`src/design/hee_pkg.sv`:
```
// Shared types, codes and entity tables for the HTML escape encoder.
package hee_pkg;

    localparam logic [15:0] DEFAULT_MAX_OUTPUT_LENGTH = 16'd3000;
    localparam int          DEFAULT_QUEUE_DEPTH       = 4;

    localparam logic [7:0] CH_NUL  = 8'h00;
    localparam logic [7:0] CH_LF   = 8'h0A;
    localparam logic [7:0] CH_CR   = 8'h0D;
    localparam logic [7:0] CH_LT   = 8'h3C;
    localparam logic [7:0] CH_GT   = 8'h3E;
    localparam logic [7:0] CH_AMP  = 8'h26;
    localparam logic [7:0] CH_SEMI = 8'h3B;
    localparam logic [7:0] CH_L    = 8'h6C;
    localparam logic [7:0] CH_G    = 8'h67;
    localparam logic [7:0] CH_T    = 8'h74;
    localparam logic [7:0] CH_A    = 8'h61;
    localparam logic [7:0] CH_M    = 8'h6D;
    localparam logic [7:0] CH_P    = 8'h70;
    localparam logic [7:0] CH_B    = 8'h62;
    localparam logic [7:0] CH_R    = 8'h72;

    typedef logic [2:0] t_kind;
    typedef logic [2:0] t_idx;

    localparam t_kind KIND_PASS = 3'd0;
    localparam t_kind KIND_LT   = 3'd1;
    localparam t_kind KIND_GT   = 3'd2;
    localparam t_kind KIND_AMP  = 3'd3;
    localparam t_kind KIND_BR   = 3'd4;
    localparam t_kind KIND_END  = 3'd5;

    typedef struct packed {
        t_kind      kind;
        logic [7:0] data;
    } t_entry;

    function automatic t_idx entity_len(input t_kind kind);
        t_idx len;
        case (kind)
            KIND_LT:  len = 3'd4;
            KIND_GT:  len = 3'd4;
            KIND_AMP: len = 3'd5;
            KIND_BR:  len = 3'd4;
            default:  len = 3'd1;
        endcase
        return len;
    endfunction

    function automatic logic [7:0] entity_char(input t_kind kind, input t_idx idx,
                                               input logic [7:0] data);
        logic [7:0] ch;
        ch = data;
        case (kind)
            KIND_LT: begin
                case (idx)
                    3'd0:    ch = CH_AMP;
                    3'd1:    ch = CH_L;
                    3'd2:    ch = CH_T;
                    default: ch = CH_SEMI;
                endcase
            end
            KIND_GT: begin
                case (idx)
                    3'd0:    ch = CH_AMP;
                    3'd1:    ch = CH_G;
                    3'd2:    ch = CH_T;
                    default: ch = CH_SEMI;
                endcase
            end
            KIND_AMP: begin
                case (idx)
                    3'd0:    ch = CH_AMP;
                    3'd1:    ch = CH_A;
                    3'd2:    ch = CH_M;
                    3'd3:    ch = CH_P;
                    default: ch = CH_SEMI;
                endcase
            end
            KIND_BR: begin
                case (idx)
                    3'd0:    ch = CH_LT;
                    3'd1:    ch = CH_B;
                    3'd2:    ch = CH_R;
                    default: ch = CH_GT;
                endcase
            end
            KIND_END: ch = CH_NUL;
            default:  ch = data;
        endcase
        return ch;
    endfunction

endpackage

```
`src/design/html_escape_encoder_core.sv`:
```
// Top level of the HTML escape encoder: front classifier, entry queue, back expander.
// An accepted byte is first written into the entry queue; its first result word is loaded from the queue head.
// Throughput: one plain byte per cycle while the output is not stalled; an entity or <br> is expanded byte by byte.
// Entries past the limit are dropped whole; the LF of a CR-LF pair is never queued, so the back stage never sees it.
// Input is stalled only while the entry queue is full.
// Reset (synchronous, active low) clears the queue, CR flag, counters and output valid;
// the limit register returns to 3000.
module html_escape_encoder_core #(
    parameter int QUEUE_DEPTH = hee_pkg::DEFAULT_QUEUE_DEPTH
) (
    input  logic        i_clk,
    input  logic        i_rst_n,
    input  logic        i_cfg_valid,
    output logic        o_cfg_ready,
    input  logic [15:0] i_cfg_max_output_length,
    input  logic        i_in_valid,
    output logic        o_in_ready,
    input  logic [7:0]  i_in_byte,
    output logic        o_out_valid,
    input  logic        i_out_ready,
    output logic [7:0]  o_out_byte,
    output logic        o_run_last,
    output logic        o_post_done,
    output logic        o_too_long
);

    hee_pkg::t_entry w_push_entry;
    hee_pkg::t_entry w_head_entry;
    logic            w_push;
    logic            w_pop;
    logic            w_full;
    logic            w_empty;

    assign o_cfg_ready = 1'b1;

    hee_front u_front (
        .i_clk      (i_clk),
        .i_rst_n    (i_rst_n),
        .i_in_valid (i_in_valid),
        .i_in_byte  (i_in_byte),
        .o_in_ready (o_in_ready),
        .i_full     (w_full),
        .o_push     (w_push),
        .o_entry    (w_push_entry)
    );

    hee_queue #(
        .DEPTH (QUEUE_DEPTH)
    ) u_queue (
        .i_clk   (i_clk),
        .i_rst_n (i_rst_n),
        .i_push  (w_push),
        .i_entry (w_push_entry),
        .o_full  (w_full),
        .i_pop   (w_pop),
        .o_entry (w_head_entry),
        .o_empty (w_empty)
    );

    hee_back u_back (
        .i_clk                   (i_clk),
        .i_rst_n                 (i_rst_n),
        .i_cfg_valid             (i_cfg_valid),
        .i_cfg_max_output_length (i_cfg_max_output_length),
        .i_entry                 (w_head_entry),
        .i_empty                 (w_empty),
        .o_pop                   (w_pop),
        .o_out_valid             (o_out_valid),
        .i_out_ready             (i_out_ready),
        .o_out_byte              (o_out_byte),
        .o_run_last              (o_run_last),
        .o_post_done             (o_post_done),
        .o_too_long              (o_too_long)
    );

endmodule

```
`src/design/hee_front.sv`:
```
// Input stage: accepts bytes, tracks CR, classifies each byte into a queue entry.
module hee_front (
    input  logic           i_clk,
    input  logic           i_rst_n,
    input  logic           i_in_valid,
    input  logic [7:0]     i_in_byte,
    output logic           o_in_ready,
    input  logic           i_full,
    output logic           o_push,
    output hee_pkg::t_entry o_entry
);

    logic r_cr_pending;
    logic n_cr_pending;
    logic w_accept;
    logic w_skip;

    assign o_in_ready = !i_full;
    assign w_accept   = i_in_valid && !i_full;
    assign w_skip     = (i_in_byte == hee_pkg::CH_LF) && r_cr_pending;
    assign o_push     = w_accept && !w_skip;

    always_comb begin
        o_entry.data = i_in_byte;
        case (i_in_byte)
            hee_pkg::CH_NUL: o_entry.kind = hee_pkg::KIND_END;
            hee_pkg::CH_LT:  o_entry.kind = hee_pkg::KIND_LT;
            hee_pkg::CH_GT:  o_entry.kind = hee_pkg::KIND_GT;
            hee_pkg::CH_AMP: o_entry.kind = hee_pkg::KIND_AMP;
            hee_pkg::CH_CR:  o_entry.kind = hee_pkg::KIND_BR;
            hee_pkg::CH_LF:  o_entry.kind = hee_pkg::KIND_BR;
            default:         o_entry.kind = hee_pkg::KIND_PASS;
        endcase
    end

    always_comb begin
        n_cr_pending = r_cr_pending;
        if (w_accept) begin
            n_cr_pending = (i_in_byte == hee_pkg::CH_CR);
        end
    end

    always_ff @(posedge i_clk) begin
        if (!i_rst_n) begin
            r_cr_pending <= 1'b0;
        end else begin
            r_cr_pending <= n_cr_pending;
        end
    end

endmodule

```
`src/design/hee_queue.sv`:
```
// Small FIFO of classified entries between front and back stages.
module hee_queue #(
    parameter int DEPTH = hee_pkg::DEFAULT_QUEUE_DEPTH
) (
    input  logic            i_clk,
    input  logic            i_rst_n,
    input  logic            i_push,
    input  hee_pkg::t_entry i_entry,
    output logic            o_full,
    input  logic            i_pop,
    output hee_pkg::t_entry o_entry,
    output logic            o_empty
);

    localparam int PTR_W = (DEPTH > 1) ? $clog2(DEPTH) : 1;
    localparam int CNT_W = $clog2(DEPTH + 1);
    localparam logic [PTR_W-1:0] LAST_PTR = PTR_W'(DEPTH - 1);
    localparam logic [CNT_W-1:0] FULL_CNT = CNT_W'(DEPTH);

    hee_pkg::t_entry  r_mem [DEPTH];
    logic [PTR_W-1:0] r_wr_ptr;
    logic [PTR_W-1:0] n_wr_ptr;
    logic [PTR_W-1:0] r_rd_ptr;
    logic [PTR_W-1:0] n_rd_ptr;
    logic [CNT_W-1:0] r_count;
    logic [CNT_W-1:0] n_count;

    assign o_full  = (r_count == FULL_CNT);
    assign o_empty = (r_count == '0);
    assign o_entry = r_mem[r_rd_ptr];

    always_comb begin
        n_wr_ptr = r_wr_ptr;
        n_rd_ptr = r_rd_ptr;
        n_count  = r_count;
        if (i_push) begin
            n_wr_ptr = (r_wr_ptr == LAST_PTR) ? '0 : r_wr_ptr + PTR_W'(1);
        end
        if (i_pop) begin
            n_rd_ptr = (r_rd_ptr == LAST_PTR) ? '0 : r_rd_ptr + PTR_W'(1);
        end
        if (i_push && !i_pop) begin
            n_count = r_count + CNT_W'(1);
        end else if (!i_push && i_pop) begin
            n_count = r_count - CNT_W'(1);
        end
    end

    always_ff @(posedge i_clk) begin
        if (i_push) begin
            r_mem[r_wr_ptr] <= i_entry;
        end
    end

    always_ff @(posedge i_clk) begin
        if (!i_rst_n) begin
            r_wr_ptr <= '0;
            r_rd_ptr <= '0;
            r_count  <= '0;
        end else begin
            r_wr_ptr <= n_wr_ptr;
            r_rd_ptr <= n_rd_ptr;
            r_count  <= n_count;
        end
    end

endmodule

```
`src/design/hee_back.sv`:
```
// Output stage: expands entries into words, enforces the length limit, reports end of post.
module hee_back (
    input  logic            i_clk,
    input  logic            i_rst_n,
    input  logic            i_cfg_valid,
    input  logic [15:0]     i_cfg_max_output_length,
    input  hee_pkg::t_entry i_entry,
    input  logic            i_empty,
    output logic            o_pop,
    output logic            o_out_valid,
    input  logic            i_out_ready,
    output logic [7:0]      o_out_byte,
    output logic            o_run_last,
    output logic            o_post_done,
    output logic            o_too_long
);

    logic [15:0]   r_max;
    logic [15:0]   r_count;
    logic [15:0]   n_count;
    logic          r_ovf;
    logic          n_ovf;
    hee_pkg::t_idx r_idx;
    hee_pkg::t_idx n_idx;
    logic          r_out_valid;
    logic          n_out_valid;
    logic [7:0]    r_out_byte;
    logic [7:0]    n_out_byte;
    logic          r_run_last;
    logic          n_run_last;
    logic          r_post_done;
    logic          n_post_done;
    logic          r_too_long;
    logic          n_too_long;

    logic          w_can_load;
    logic          w_last_byte;
    logic          w_limit_hit;
    hee_pkg::t_idx w_len;

    assign w_len       = hee_pkg::entity_len(i_entry.kind);
    assign w_can_load  = !r_out_valid || i_out_ready;
    assign w_last_byte = (r_idx == w_len - 3'd1);
    assign w_limit_hit = ((r_count + 16'd1) == r_max);

    always_comb begin
        n_count     = r_count;
        n_ovf       = r_ovf;
        n_idx       = r_idx;
        o_pop       = 1'b0;
        n_out_valid = r_out_valid && !i_out_ready;
        n_out_byte  = r_out_byte;
        n_run_last  = r_run_last;
        n_post_done = r_post_done;
        n_too_long  = r_too_long;
        if (!i_empty && w_can_load) begin
            if (i_entry.kind == hee_pkg::KIND_END) begin
                n_out_valid = 1'b1;
                n_out_byte  = hee_pkg::CH_NUL;
                n_run_last  = 1'b1;
                n_post_done = 1'b1;
                n_too_long  = r_ovf;
                n_count     = '0;
                n_ovf       = 1'b0;
                n_idx       = '0;
                o_pop       = 1'b1;
            end else if (r_count < r_max) begin
                n_out_valid = 1'b1;
                n_out_byte  = hee_pkg::entity_char(i_entry.kind, r_idx, i_entry.data);
                n_run_last  = w_last_byte || w_limit_hit;
                n_post_done = 1'b0;
                n_too_long  = 1'b0;
                n_count     = r_count + 16'd1;
                if (w_last_byte) begin
                    n_idx = '0;
                    o_pop = 1'b1;
                end else if (w_limit_hit) begin
                    n_ovf = 1'b1;
                    n_idx = '0;
                    o_pop = 1'b1;
                end else begin
                    n_idx = r_idx + 3'd1;
                end
            end else begin
                // drop the whole entry
                n_ovf = 1'b1;
                n_idx = '0;
                o_pop = 1'b1;
            end
        end
    end

    always_ff @(posedge i_clk) begin
        if (!i_rst_n) begin
            r_max       <= hee_pkg::DEFAULT_MAX_OUTPUT_LENGTH;
            r_count     <= '0;
            r_ovf       <= 1'b0;
            r_idx       <= '0;
            r_out_valid <= 1'b0;
        end else begin
            if (i_cfg_valid) begin
                r_max <= i_cfg_max_output_length;
            end
            r_count     <= n_count;
            r_ovf       <= n_ovf;
            r_idx       <= n_idx;
            r_out_valid <= n_out_valid;
        end
    end

    always_ff @(posedge i_clk) begin
        r_out_byte  <= n_out_byte;
        r_run_last  <= n_run_last;
        r_post_done <= n_post_done;
        r_too_long  <= n_too_long;
    end

    assign o_out_valid = r_out_valid;
    assign o_out_byte  = r_out_byte;
    assign o_run_last  = r_run_last;
    assign o_post_done = r_post_done;
    assign o_too_long  = r_too_long;

    a_done_is_last: assert property (@(posedge i_clk) disable iff (!i_rst_n)
        r_out_valid && r_post_done |-> r_run_last)
        else $error("end-of-post word without run_last");

    a_too_long_only_on_done: assert property (@(posedge i_clk) disable iff (!i_rst_n)
        r_out_valid && r_too_long |-> r_post_done)
        else $error("too_long set on a data word");

    a_mid_entry_has_head: assert property (@(posedge i_clk) disable iff (!i_rst_n)
        r_idx != '0 |-> !i_empty)
        else $error("expansion in progress with empty queue");

    a_pop_not_empty: assert property (@(posedge i_clk) disable iff (!i_rst_n)
        o_pop |-> !i_empty)
        else $error("pop from empty queue");

endmodule
```
`config.mk`:
```
export PLATFORM = sky130hd
export DESIGN_NAME = html_escape_encoder_core
export DESIGN_NICKNAME = d
export VERILOG_FILES = /design/src/design/hee_pkg.sv /design/src/design/html_escape_encoder_core.sv /design/src/design/hee_front.sv /design/src/design/hee_queue.sv /design/src/design/hee_back.sv
export SDC_FILE = /design/constraint.sdc
export NUM_CORES = 1
export LEC_CHECK = 0
export BUFFER_PORTS_ARGS = -buffer_cell sky130_fd_sc_hd__buf_2
export CAP_MARGIN = 20
export CORE_MARGIN = 1.5
export CORE_UTILIZATION = 60
export CTS_BUF_LIST = sky130_fd_sc_hd__clkbuf_2
export CTS_CLUSTER_DIAMETER = 80
export DETAILED_ROUTE_END_ITERATION = 16
export PLACE_DENSITY = 0.8
export SKIP_CTS_REPAIR_TIMING = 1
export SYNTH_ARGS = -nofsm -noshare
export SYNTH_HDL_FRONTEND = slang
export SYNTH_SLANG_ARGS = --single-unit
```
`constraint.sdc`:
```
create_clock -name i_clk -period 4.62 [get_ports i_clk]
set_input_delay 0.924 -clock i_clk [delete_from_list [all_inputs] [get_ports i_clk]]
set_output_delay 0.924 -clock i_clk [all_outputs]
set_load 0.01 [all_outputs]
```
==> results of run 1 <==
placed cells by master (no fill, tap or decap), types with 12 or more instances in the layout:
cell      netlist  final
xnor2_1        17     17
and2_1         12     12
o211ai_1       14     14
nor2_1         42     42
nand2_1        34     34
edfxtp_1       55     55
mux4_2         12     12
dfxtp_1        47     47
o21ai_0        27     27
nor2b_1        17     17
buf_2           9     41
inv_1          31     31
mux2i_1        17     17
a21oi_1        21     21
ha_1           28     28
stage by stage:
step	setup WS, ns	hold slack (ns)	area (sq um)
floorplan	1.17	0.419	5720
global placement	0.939	0.439	5950
detailed placement	0.645	0.455	5950
CTS	0.604	0.484	6050
global route	0.298	0.493	6050
finish	0.563	0.479	6050
cells by family (layout without fill, tap and decap cells):
| kind of cell | count (synthesis) | count (layout) | synth area share, % |
|---|---|---|---|
| fa+ha+maj | 29 | 29 | 6.48 |
| xor+xnor | 26 | 26 | 3.98 |
| other cells | 1 | 1 | 0.0656 |
| buf+inv | 63 | 91 | 4.79 |
| compound gates | 117 | 117 | 13.6 |
| mux | 30 | 30 | 7.90 |
| simple gates | 186 | 186 | 17.9 |
| flops | 102 | 102 | 45.3 |
layout make-up:
cell class,count,area (sq um),share of cell area [%]
Clock buffer,9,45.0,0.744
Timing Repair Buffer,43,220,3.64
Inverter,32,120,1.99
Sequential cell,102,2590,42.8
Tap cell,129,161,2.67
Multi-Input combinational cell,389,2850,47.1
Clock inverter,7,60.1,0.993
per-layer routing:
| layer | vias to the layer above | track usage, % | part of all wire (%) |
|---|---|---|---|
| met2 | 153 | 37.3 | 47 |
| li1 | 2072 | - | - |
| met1 | 2057 | 34.3 | 45 |
| met3 | 18 | 6.38 | 6.6 |
| met5 | - | 0 | 0 |
| met4 | 0 | 8.13 | 1.7 |
flip-flops by register name, summed over array words and instances (netlist names), named ones only:
register,cells
u_queue.r_mem,44
u_back.r_count,16
u_back.r_max,16
u_back.o_out_byte,8
u_back.r_idx,3
u_queue.r_count,3
u_queue.r_rd_ptr,2
u_queue.r_wr_ptr,2
u_back.o_out_valid,1
u_back.o_post_done,1
u_back.o_run_last,1
u_back.o_too_long,1
u_back.r_ovf,1
u_front.r_cr_pending,1
worst min-delay path by stage:
stage	startpoint	end	slack [ns]	cells past startpoint
after detailed placement	u_back.r_ovf	u_back.r_ovf	0.46	2
final	u_back.r_ovf	u_back.r_ovf	0.48	2
after CTS	u_back.r_ovf	u_back.r_ovf	0.48	2
after global placement	u_back.r_ovf	u_back.r_ovf	0.44	2
after floorplan	u_back.r_ovf	u_back.r_ovf	0.42	2
after global routing	i_cfg_max_output_length[8]	u_back.r_max[8]	0.49	3
power by group through the flow:
stage          logic [mW]  registers, mW  clock network, mW
2_1_floorplan       0.964           1.24                  0
3_3_place_gp         1.19           1.24                  0
3_5_place_dp         1.23           1.25                  0
4_1_cts              1.23           1.23              0.419
5_1_grt              1.39           1.24              0.452
6_report             1.24           1.23              0.403
worst max-delay path: stages, from the launching register on:
cell and delay (ns):
dfxtp_1 0.50, ha_1 0.35, nand3_1 0.26, or4_1 0.59
xnor2_1 0.16, nor4_1 0.26, nand4_1 0.22, o211ai_2 0.32
and2_1 0.22, inv_1 0.05, ha_1 0.21, inv_1 0.09
fa_1 0.19, xor2_1 0.08, or3_1 0.32, a21boi_0 0.19
==> metrics.csv, run 1 <==
metric,value,unit
crit end category,register,
TritonRoute pass-1 iters,8,
height of the die,101,um
post-synthesis sequential area ratio,45.3,%
Die Wd,101,um
"Core Util, Final",65.5,%
Synth top cells by count,"55 x edfxtp_1, 47 x dfxtp_1, 42 x nor2_1",
CTS Buffer Depth,2,
Antenna Cells,0,
vias in the first global route,3978,
final hold viol count,0,
fin crit period,4.06,ns
Clock Skew,0.0278,ns
register bit total from synthesis,102,
final std cells w/o fill,711,
Die Area,10100,sq um
number of buffers created by CTS,9,
end of the critical path,u_queue.r_count[2],
ANT nets after route,0,
vias per cell,6.05,
FF-to-FF path depth,15,
Clk network pwr share,14.0,%
status,"finished, final reports clean",
Cell Pwr Density,475,nW/um^2
Seq pwr share,42.7,%
RR Endpoint,u_queue.r_count[2],
layout cells sized above 1,14.8,%
worst min path class,reg -> reg,
via count,4300,
drt drc,0,
# placed instances,695,
fin crit share,87.8,%
pin count of the biggest net entering global routing,48,
Post-synth EDFFs,55,
initial antenna violation count,0,
worst setup path start,u_back.r_count[0],
final setup violating endpoints,0,
Worst EP arrival,4.58,ns
Top Ports,43,
Reg2Reg Setup Slack,0.56,ns
Synthesized Nets,612,
Max-Slew Margin vs Limit,46.6,%
Gate power share,43.3,%
GP Congestion,0.906,
area fraction of the dominant cell type after synthesis,28.9,%
leakage power,2.26,nW
insertion delay to the later sink of the worst-skew pair,0.58,ns
startpoint types,register,
starting density of the core,61.9,%
ys flop type,edfxtp_1,
core area,9240,sq um
warning count from the yosys run,0,
clk slew on worst S/H paths,0.30,ns
Netlist cell types,64,
Layout fillers,706,
Critical Path Fanout Max,8,
Design Power,2.87,mW
# Max-Cap Violations,0,
switching share of total power,40.4,%
root buffer cell,clkbuf_2,
CTS HTree Levels,3,
CTS tree,done,
cell taking the most area after synthesis,edfxtp_1,
GRT Util Overall,24.5,%
wire per inst,16.4,um
DR iter-0 viols,218,
NetSw,1.16,mW
HPWL Detailed,8550,um
Synth async-reset ratio,0,%
P_int,1.71,mW
Tightest Pin Transition,0.779,ns
Post-Route WL,11700,um
Synth Area per Inst,10.3,sq um
Post-Syn Instances,554,
Worst Path Required,5.15,ns
GR Overflow Total,0,
site row count,35,
Area Overhead vs Synth,5.82,%
top achievable clock speed,246,MHz
PortBufs,41,
worst r2r src,u_back.r_count[0],
Setup CP Type,reg -> reg,
top post-synthesis cells by area,"edfxtp_1 29%, dfxtp_1 16%, ha_1 6.1%",
Final #Nets,635,
setup TNS,0,ns
VDD IR-drop max,244,uV
RSZ-0062 raised after global routing,no,
most frequent cell after synthesis,edfxtp_1,
clk sinks,102,
synthesized cell area,5720,sq um
first-pass GRT wire length,19200,um
Slew Limit Fails,0,
No activity file was read; power rests on OpenSTA's default activity.
==> run 2: changes to the inputs <==
--- a/config.mk
+++ b/config.mk
@@ -5,15 +5,17 @@
 export SDC_FILE = /design/constraint.sdc
 export NUM_CORES = 1
 export LEC_CHECK = 0
+export ABC_AREA = 1
 export BUFFER_PORTS_ARGS = -buffer_cell sky130_fd_sc_hd__buf_2
 export CAP_MARGIN = 20
 export CORE_MARGIN = 1.5
-export CORE_UTILIZATION = 60
+export CORE_UTILIZATION = 56
 export CTS_BUF_LIST = sky130_fd_sc_hd__clkbuf_2
 export CTS_CLUSTER_DIAMETER = 80
 export DETAILED_ROUTE_END_ITERATION = 16
-export PLACE_DENSITY = 0.8
+export PLACE_DENSITY = 0.78
 export SKIP_CTS_REPAIR_TIMING = 1
+export SLEW_MARGIN = 25
 export SYNTH_ARGS = -nofsm -noshare
 export SYNTH_HDL_FRONTEND = slang
 export SYNTH_SLANG_ARGS = --single-unit
==> constraint.sdc (replaced) <==
create_clock -name i_clk -period 3.31 [get_ports i_clk]
set_input_delay 0.662 -clock i_clk [delete_from_list [all_inputs] [get_ports i_clk]]
set_output_delay 0.662 -clock i_clk [all_outputs]
set_load 0.01 [all_outputs]
==> metrics.csv, run 2 <==
metric,value,unit,change
final instance area,6080,sq um,was 6050 sq um
CTS Buffer Depth,2,,unchanged
core area,9680,sq um,was 9240 sq um
Tightest Pin Transition,0.835,ns,was 0.779 ns
vias in the first global route,4266,,was 3978
RR Endpoint,u_queue.r_count[2],,unchanged
setup TNS,0,ns,unchanged
Netlist cell types,50,,was 64
Synth Area per Inst,8.50,sq um,was 10.3 sq um
fin crit share,94.6,%,was 87.8%
ANT nets after route,0,,unchanged
register bit total from synthesis,102,,unchanged
fin crit period,3.13,ns,was 4.06 ns
site row count,36,,was 35
Worst Path Required,3.80,ns,was 5.15 ns
top achievable clock speed,319,MHz,was 246 MHz
GP Congestion,0.903,,was 0.906
biggest regs,"u_queue.r_mem: 44 flops, u_back.r_count: 16 flops, u_back.r_max: 16 flops",,unchanged
Synthesized Nets,710,,was 612
Clock Skew,0.0469,ns,was 0.0278 ns
pin count of the biggest net entering global routing,25,,was 48
vias per cell,5.43,,was 6.05
clk slew on worst S/H paths,0.33,ns,was 0.30 ns
Synth async-reset ratio,0,%,unchanged
synthesized cell area,5540,sq um,was 5720 sq um
insertion delay to the later sink of the worst-skew pair,0.60,ns,was 0.58 ns
wire per inst,14.4,um,was 16.4 um
Synth top cells by count,"123 x nand2_1, 79 x inv_1, 61 x a21oi_1",,"was 55 x edfxtp_1, 47 x dfxtp_1, 42 x nor2_1"
final setup violating endpoints,0,,unchanged
Cell Pwr Density,641,nW/um^2,was 475 nW/um^2
WHS Endpoint,u_back.r_max[5],,was u_back.r_ovf
Worst EP arrival,3.62,ns,was 4.58 ns
initial antenna violation count,0,,unchanged
Antenna Cells,0,,unchanged
CTS tree,done,,unchanged
Slew Limit Fails,0,,unchanged
Hold Crit Start,i_cfg_max_output_length[5],,was u_back.r_ovf
DR iter-0 viols,281,,was 218
Area Overhead vs Synth,9.85,%,was 5.82%
Layout fillers,844,,was 706
Reg2Reg Setup Slack,0.18,ns,was 0.56 ns
via count,4564,,was 4300
max reg flops,44,,unchanged
height of the die,102,um,was 101 um
CTS HTree Levels,3,,unchanged
FF-to-FF path depth,19,,was 15
Post-synth EDFFs,55,,unchanged
Top Ports,43,,unchanged
Post-Syn Instances,652,,was 554
Final #Nets,760,,was 635
Critical Path Fanout Max,6,,was 8
worst min path class,in -> reg,,was reg -> reg
crit end category,register,,unchanged
PortBufs,41,,unchanged
CP cell instances,nand2_1 > nor2_4 > nand2_2 > o21bai_2 > nand3_1 > nand2_1 > inv_1 > nand2_2 > nor2_2 > nand2_4 > nand3_4 > nand2_4 > ha_1 > inv_1 > fa_1 > a21oi_1 > o21ai_0 > o21ai_0 > a21oi_1,,was ha_1 > nand3_1 > or4_1 > xnor2_1 > nor4_1 > nand4_1 > o211ai_2 > and2_1 > inv_1 > ha_1 > inv_1 > fa_1 > xor2_1 > or3_1 > a21boi_0
area fraction of the dominant cell type after synthesis,29.8,%,was 28.9%
status,"finished, final reports clean",,unchanged
clk sinks,102,,unchanged
leakage power,2.61,nW,was 2.26 nW
Max-Slew Margin vs Limit,44.2,%,was 46.6%
CP max stage cell,dfxtp_1,,was or4_1
ys flop type,edfxtp_1,,unchanged
drt drc,0,,unchanged
VDD IR-drop max,347,uV,was 244 uV
first-pass GRT wire length,19600,um,was 19200 um
warning count from the yosys run,0,,unchanged
post-synthesis sequential area ratio,46.8,%,was 45.3%
Die Wd,102,um,was 101 um
number of buffers created by CTS,9,,unchanged
startpoint types,register,,unchanged
RSZ-0062 raised after global routing,no,,unchanged
TritonRoute pass-1 iters,5,,was 8
hold path depth,3,,was 2
final hold viol count,0,,unchanged
# Max-Cap Violations,0,,unchanged
CP max stage delay,0.53,ns,was 0.59 ns
Die Area,10500,sq um,was 10100 sq um
"commonest cells after routing, fill and taps aside","122 x nand2_1, 79 x inv_1, 61 x a21oi_1, 59 x nor2_1, 55 x edfxtp_1",,"was 55 x edfxtp_1, 47 x dfxtp_1, 42 x nor2_1, 41 x buf_2, 34 x nand2_1"
root buffer cell,clkbuf_2,,unchanged
cell taking the most area after synthesis,edfxtp_1,,unchanged
layout cells sized above 1,17.3,%,was 14.8%
"Core Util, Final",62.8,%,was 65.5%
starting density of the core,57.2,%,was 61.9%
Hold Slack,0.254,ns,was 0.479 ns
GRT Util Overall,24.3,%,was 24.5%
top post-synthesis cells by area,"edfxtp_1 30%, dfxtp_1 17%, nand2_1 8.3%",,"was edfxtp_1 29%, dfxtp_1 16%, ha_1 6.1%"
Post-Place Cell Area,5910,sq um,was 5950 sq um
largest reg by FF count,u_queue.r_mem,,unchanged
"commonest non-fill, non-tap cell in the layout",nand2_1,,was edfxtp_1
HPWL Detailed,8910,um,was 8550 um
Setup CP Type,reg -> reg,,unchanged
Post-Route WL,12100,um,was 11700 um
worst r2r src,u_back.r_count[3],,was u_back.r_count[0]
most frequent cell after synthesis,nand2_1,,was edfxtp_1
GR Overflow Total,0,,unchanged
## run 2: final cells by class
class	instances	area, sq um	area share (%)
clock buffer	9	45.0	0.740
multi-input combinational	450	2540	41.8
inverter	85	319	5.24
sequential	102	2610	42.9
timing repair buffer	54	303	4.98
tap	133	166	2.73
clock inverter	7	96.3	1.58
## run 2: per-stage QoR
step | cells | total power, mW | setup WS, ns
detailed placement | 823 | 3.26 | 0.179
CTS | 839 | 3.89 | 0.0937
global placement | 823 | 3.20 | 0.275
floorplan | 652 | 2.82 | 0.592
global route | 840 | 4.18 | 0.00584
finish | 840 | 3.90 | 0.179
## run 2: how the worst max path moves through the flow
stage,from,to,depth (start not counted)
after floorplan,u_back.r_count[1],u_queue.r_count[2],20
after detailed placement,u_back.r_count[9],u_queue.r_count[2],17
final,u_back.r_count[3],u_queue.r_count[2],19
after global routing,u_back.r_count[3],u_queue.r_count[2],19
after CTS,u_back.r_count[1],u_queue.r_count[2],20
after global placement,u_back.r_count[9],u_queue.r_count[2],17
## run 2: report_power, final
group / total, mW / switching (mW) / internal [mW]
sequential: 1.70 / 0.103 / 1.60
combinational: 1.56 / 1.02 / 0.532
clock: 0.641 / 0.495 / 0.146
total: 3.90 / 1.62 / 2.28
## run 2: logic make-up after synthesis
logic type | count (synthesis) | synth area share, %
AOI/OAI and AO/OA | 138 | 13.9
other | 1 | 0.0677
buffers and inverters | 100 | 7.34
adders and majority gates | 29 | 6.69
DFF | 102 | 46.8
xor gates and xnor gates | 6 | 1.45
and+or+nand+nor | 276 | 23.7
## run 2: routing by layer
layer | part of all wire [%] | global-route usage (%) | vias to the layer above
li1 | - | - | 2295
met5 | 0 | 0 | -
met4 | 1.7 | 7.59 | 0
met1 | 46 | 33.8 | 2126
met2 | 47 | 38.7 | 123
met3 | 5.0 | 4.79 | 20
## run 2: worst max-delay path: cells and delay by family (launching register included)
family	cells	cell delay, ns
simple gates	10	1.07
compound gates	5	0.74
fa+ha+maj	2	0.57
flops	1	0.53
buf+inv	2	0.11
==> run 3: changes to the inputs <==
--- a/config.mk
+++ b/config.mk
@@ -8,6 +8,7 @@
 export ABC_AREA = 1
 export BUFFER_PORTS_ARGS = -buffer_cell sky130_fd_sc_hd__buf_2
 export CAP_MARGIN = 20
+export CORE_ASPECT_RATIO = 0.5
 export CORE_MARGIN = 1.5
 export CORE_UTILIZATION = 56
 export CTS_BUF_LIST = sky130_fd_sc_hd__clkbuf_2
==> metrics.csv, run 3 (synthesis gave the netlist of run 2 again) <==
metric,value,unit,change
"Top cell by count, worst path",nand2_1,,
Die Wd,144,um,was 102 um
Post-Place Cell Area,5910,sq um,about the same
final hold viol count,0,,unchanged
startpoint types,register,,unchanged
Cell Pwr Density,630,nW/um^2,was 641 nW/um^2
core area,9540,sq um,was 9680 sq um
Post-Route WL,11500,um,was 12100 um
biggest regs,"u_queue.r_mem: 44 flops, u_back.r_count: 16 flops, u_back.r_max: 16 flops",,unchanged
RSZ-0062 raised after global routing,no,,unchanged
fin crit period,3.07,ns,was 3.13 ns
vias per cell,5.31,,was 5.43
Seq pwr share,44.7,%,was 43.6%
ANT nets after route,0,,unchanged
Layout fillers,813,,was 844
# Max-Cap Violations,0,,unchanged
crit end category,register,,unchanged
layout cells sized above 1,15.6,%,was 17.3%
final setup violating endpoints,0,,unchanged
dpl ws,0.259,ns,was 0.179 ns
status,"finished, final reports clean",,unchanged
"commonest non-fill, non-tap cell in the layout",nand2_1,,unchanged
DR iter-0 viols,346,,was 281
Worst EP arrival,3.57,ns,was 3.62 ns
Critical Path Fanout Max,6,,unchanged
Tightest Pin Transition,0.793,ns,was 0.835 ns
max reg flops,44,,unchanged
clk sinks,102,,unchanged
Setup WS post-layout,0.243,ns,was 0.179 ns
clk slew on worst S/H paths,0.28,ns,was 0.33 ns
insertion delay to the later sink of the worst-skew pair,0.59,ns,was 0.60 ns
root buffer cell,clkbuf_2,,unchanged
starting density of the core,58.1,%,was 57.2%
Top Ports,43,,unchanged
largest reg by FF count,u_queue.r_mem,,unchanged
Area Overhead vs Synth,8.81,%,was 9.85%
pin count of the biggest net entering global routing,25,,unchanged
CTS Buffer Depth,2,,unchanged
height of the die,73.3,um,was 102 um
GRT Util Overall,23.7,%,was 24.3%
first-pass GRT wire length,19100,um,was 19600 um
Gate power share,39.4,%,was 39.9%
Final #Nets,758,,was 760
Antenna Cells,0,,unchanged
Slew Limit Fails,0,,unchanged
VDD IR-drop max,272,uV,was 347 uV
Die Area,10500,sq um,about the same
Clock Skew,0.0190,ns,was 0.0469 ns
final instance area,6030,sq um,was 6080 sq um
Worst Path Required,3.81,ns,was 3.80 ns
final std cells w/o fill,840,,unchanged
top achievable clock speed,326,MHz,was 319 MHz
GR Overflow Total,0,,unchanged
CP max stage delay,0.53,ns,about the same
Max-Slew Margin vs Limit,47.0,%,was 44.2%
# placed instances,824,,was 823
PortBufs,41,,unchanged
vias in the first global route,4085,,was 4266
initial antenna violation count,0,,unchanged
P_int,2.29,mW,was 2.28 mW
leakage power,2.59,nW,was 2.61 nW
CTS tree,done,,unchanged
worst min path class,in -> reg,,unchanged
GP Congestion,0.931,,was 0.903
setup TNS,0,ns,unchanged
Setup CP Type,reg -> reg,,unchanged
CP cell instances,ha_1 > nand3_2 > nor2_4 > nand2_1 > nand2_1 > nand2_1 > nand2_1 > a21oi_2 > nand2_2 > nor2_4 > nand2_4 > nand3_4 > nand2_4 > ha_1 > inv_1 > fa_1 > a21oi_1 > o21ai_0 > o21ai_0 > a21oi_1,,was nand2_1 > nor2_4 > nand2_2 > o21bai_2 > nand3_1 > nand2_1 > inv_1 > nand2_2 > nor2_2 > nand2_4 > nand3_4 > nand2_4 > ha_1 > inv_1 > fa_1 > a21oi_1 > o21ai_0 > o21ai_0 > a21oi_1
NetSw,1.51,mW,was 1.62 mW
HPWL Detailed,8430,um,was 8910 um
wire per inst,13.6,um,was 14.4 um
CP max stage cell,dfxtp_1,,unchanged
worst path buffer plus inverter count,1,,was 2
Design Power,3.80,mW,was 3.90 mW
switching share of total power,39.8,%,was 41.6%
fin crit share,92.6,%,was 94.6%
TritonRoute pass-1 iters,6,,was 5
Clk network pwr share,15.9,%,was 16.4%
site row count,25,,was 36
via count,4460,,was 4564
CTS HTree Levels,3,,unchanged
critical path's top delay family,simple AND/OR/NAND/NOR gates,,unchanged
"commonest cells after routing, fill and taps aside","123 x nand2_1, 79 x inv_1, 61 x a21oi_1, 59 x nor2_1, 55 x edfxtp_1",,"was 122 x nand2_1, 79 x inv_1, 61 x a21oi_1, 59 x nor2_1, 55 x edfxtp_1"
number of buffers created by CTS,9,,unchanged
drt drc,0,,unchanged
run 3: power by group through the flow:
stage               clock network, mW  registers (mW)  logic [mW]
detailed placement                  0            1.73        1.49
floorplan                           0            1.74        1.08
finish                          0.604            1.70        1.50
global route                    0.672            1.72        1.70
global placement                    0            1.72        1.47
CTS                             0.622            1.70        1.49
run 3: layout make-up:
class | instances | area (sq um) | area share (%)
multi-input combinational | 450 | 2540 | 42.1
timing repair buffer | 52 | 288 | 4.77
inverter | 85 | 319 | 5.29
tap | 135 | 169 | 2.80
sequential | 102 | 2590 | 43.0
clock buffer | 10 | 50.0 | 0.830
clock inverter | 6 | 67.6 | 1.12
run 3: final timing paths:
| kind | cells past startpoint | slack (ns) | endpoint | from |
|---|---|---|---|---|
| setup / recovery | 20 | 0.24 | u_queue.r_count[2] | u_back.r_count[1] |
| hold / removal | 3 | 0.26 | u_back.r_max[7] | i_cfg_max_output_length[7] |
| setup reg to reg | 20 | 0.24 | u_queue.r_count[2] | u_back.r_count[1] |
| hold reg to reg | 2 | 0.48 | u_back.r_ovf | u_back.r_ovf |
run 3: tightest hold or removal path, delay by kind of cell:
family / cells / cell delay [ns]
AOI/OAI and AO/OA: 2 / 0.11
buffers and inverters: 1 / 0.07
run 3: per-layer routing:
metal	global-route usage, %	wire length (um)
met5	0	0
met4	7.03	140
met3	5.15	685
met1	32.2	5570
met2	38.5	5080
run 3: through the flow:
step / hold slack, ns / utilization [%]
finish: 0.259 / 63.2
global route: 0.227 / 63.2
CTS: 0.219 / 63.2
detailed placement: 0.451 / 61.9
global placement: 0.444 / 61.9
floorplan: 0.431 / -
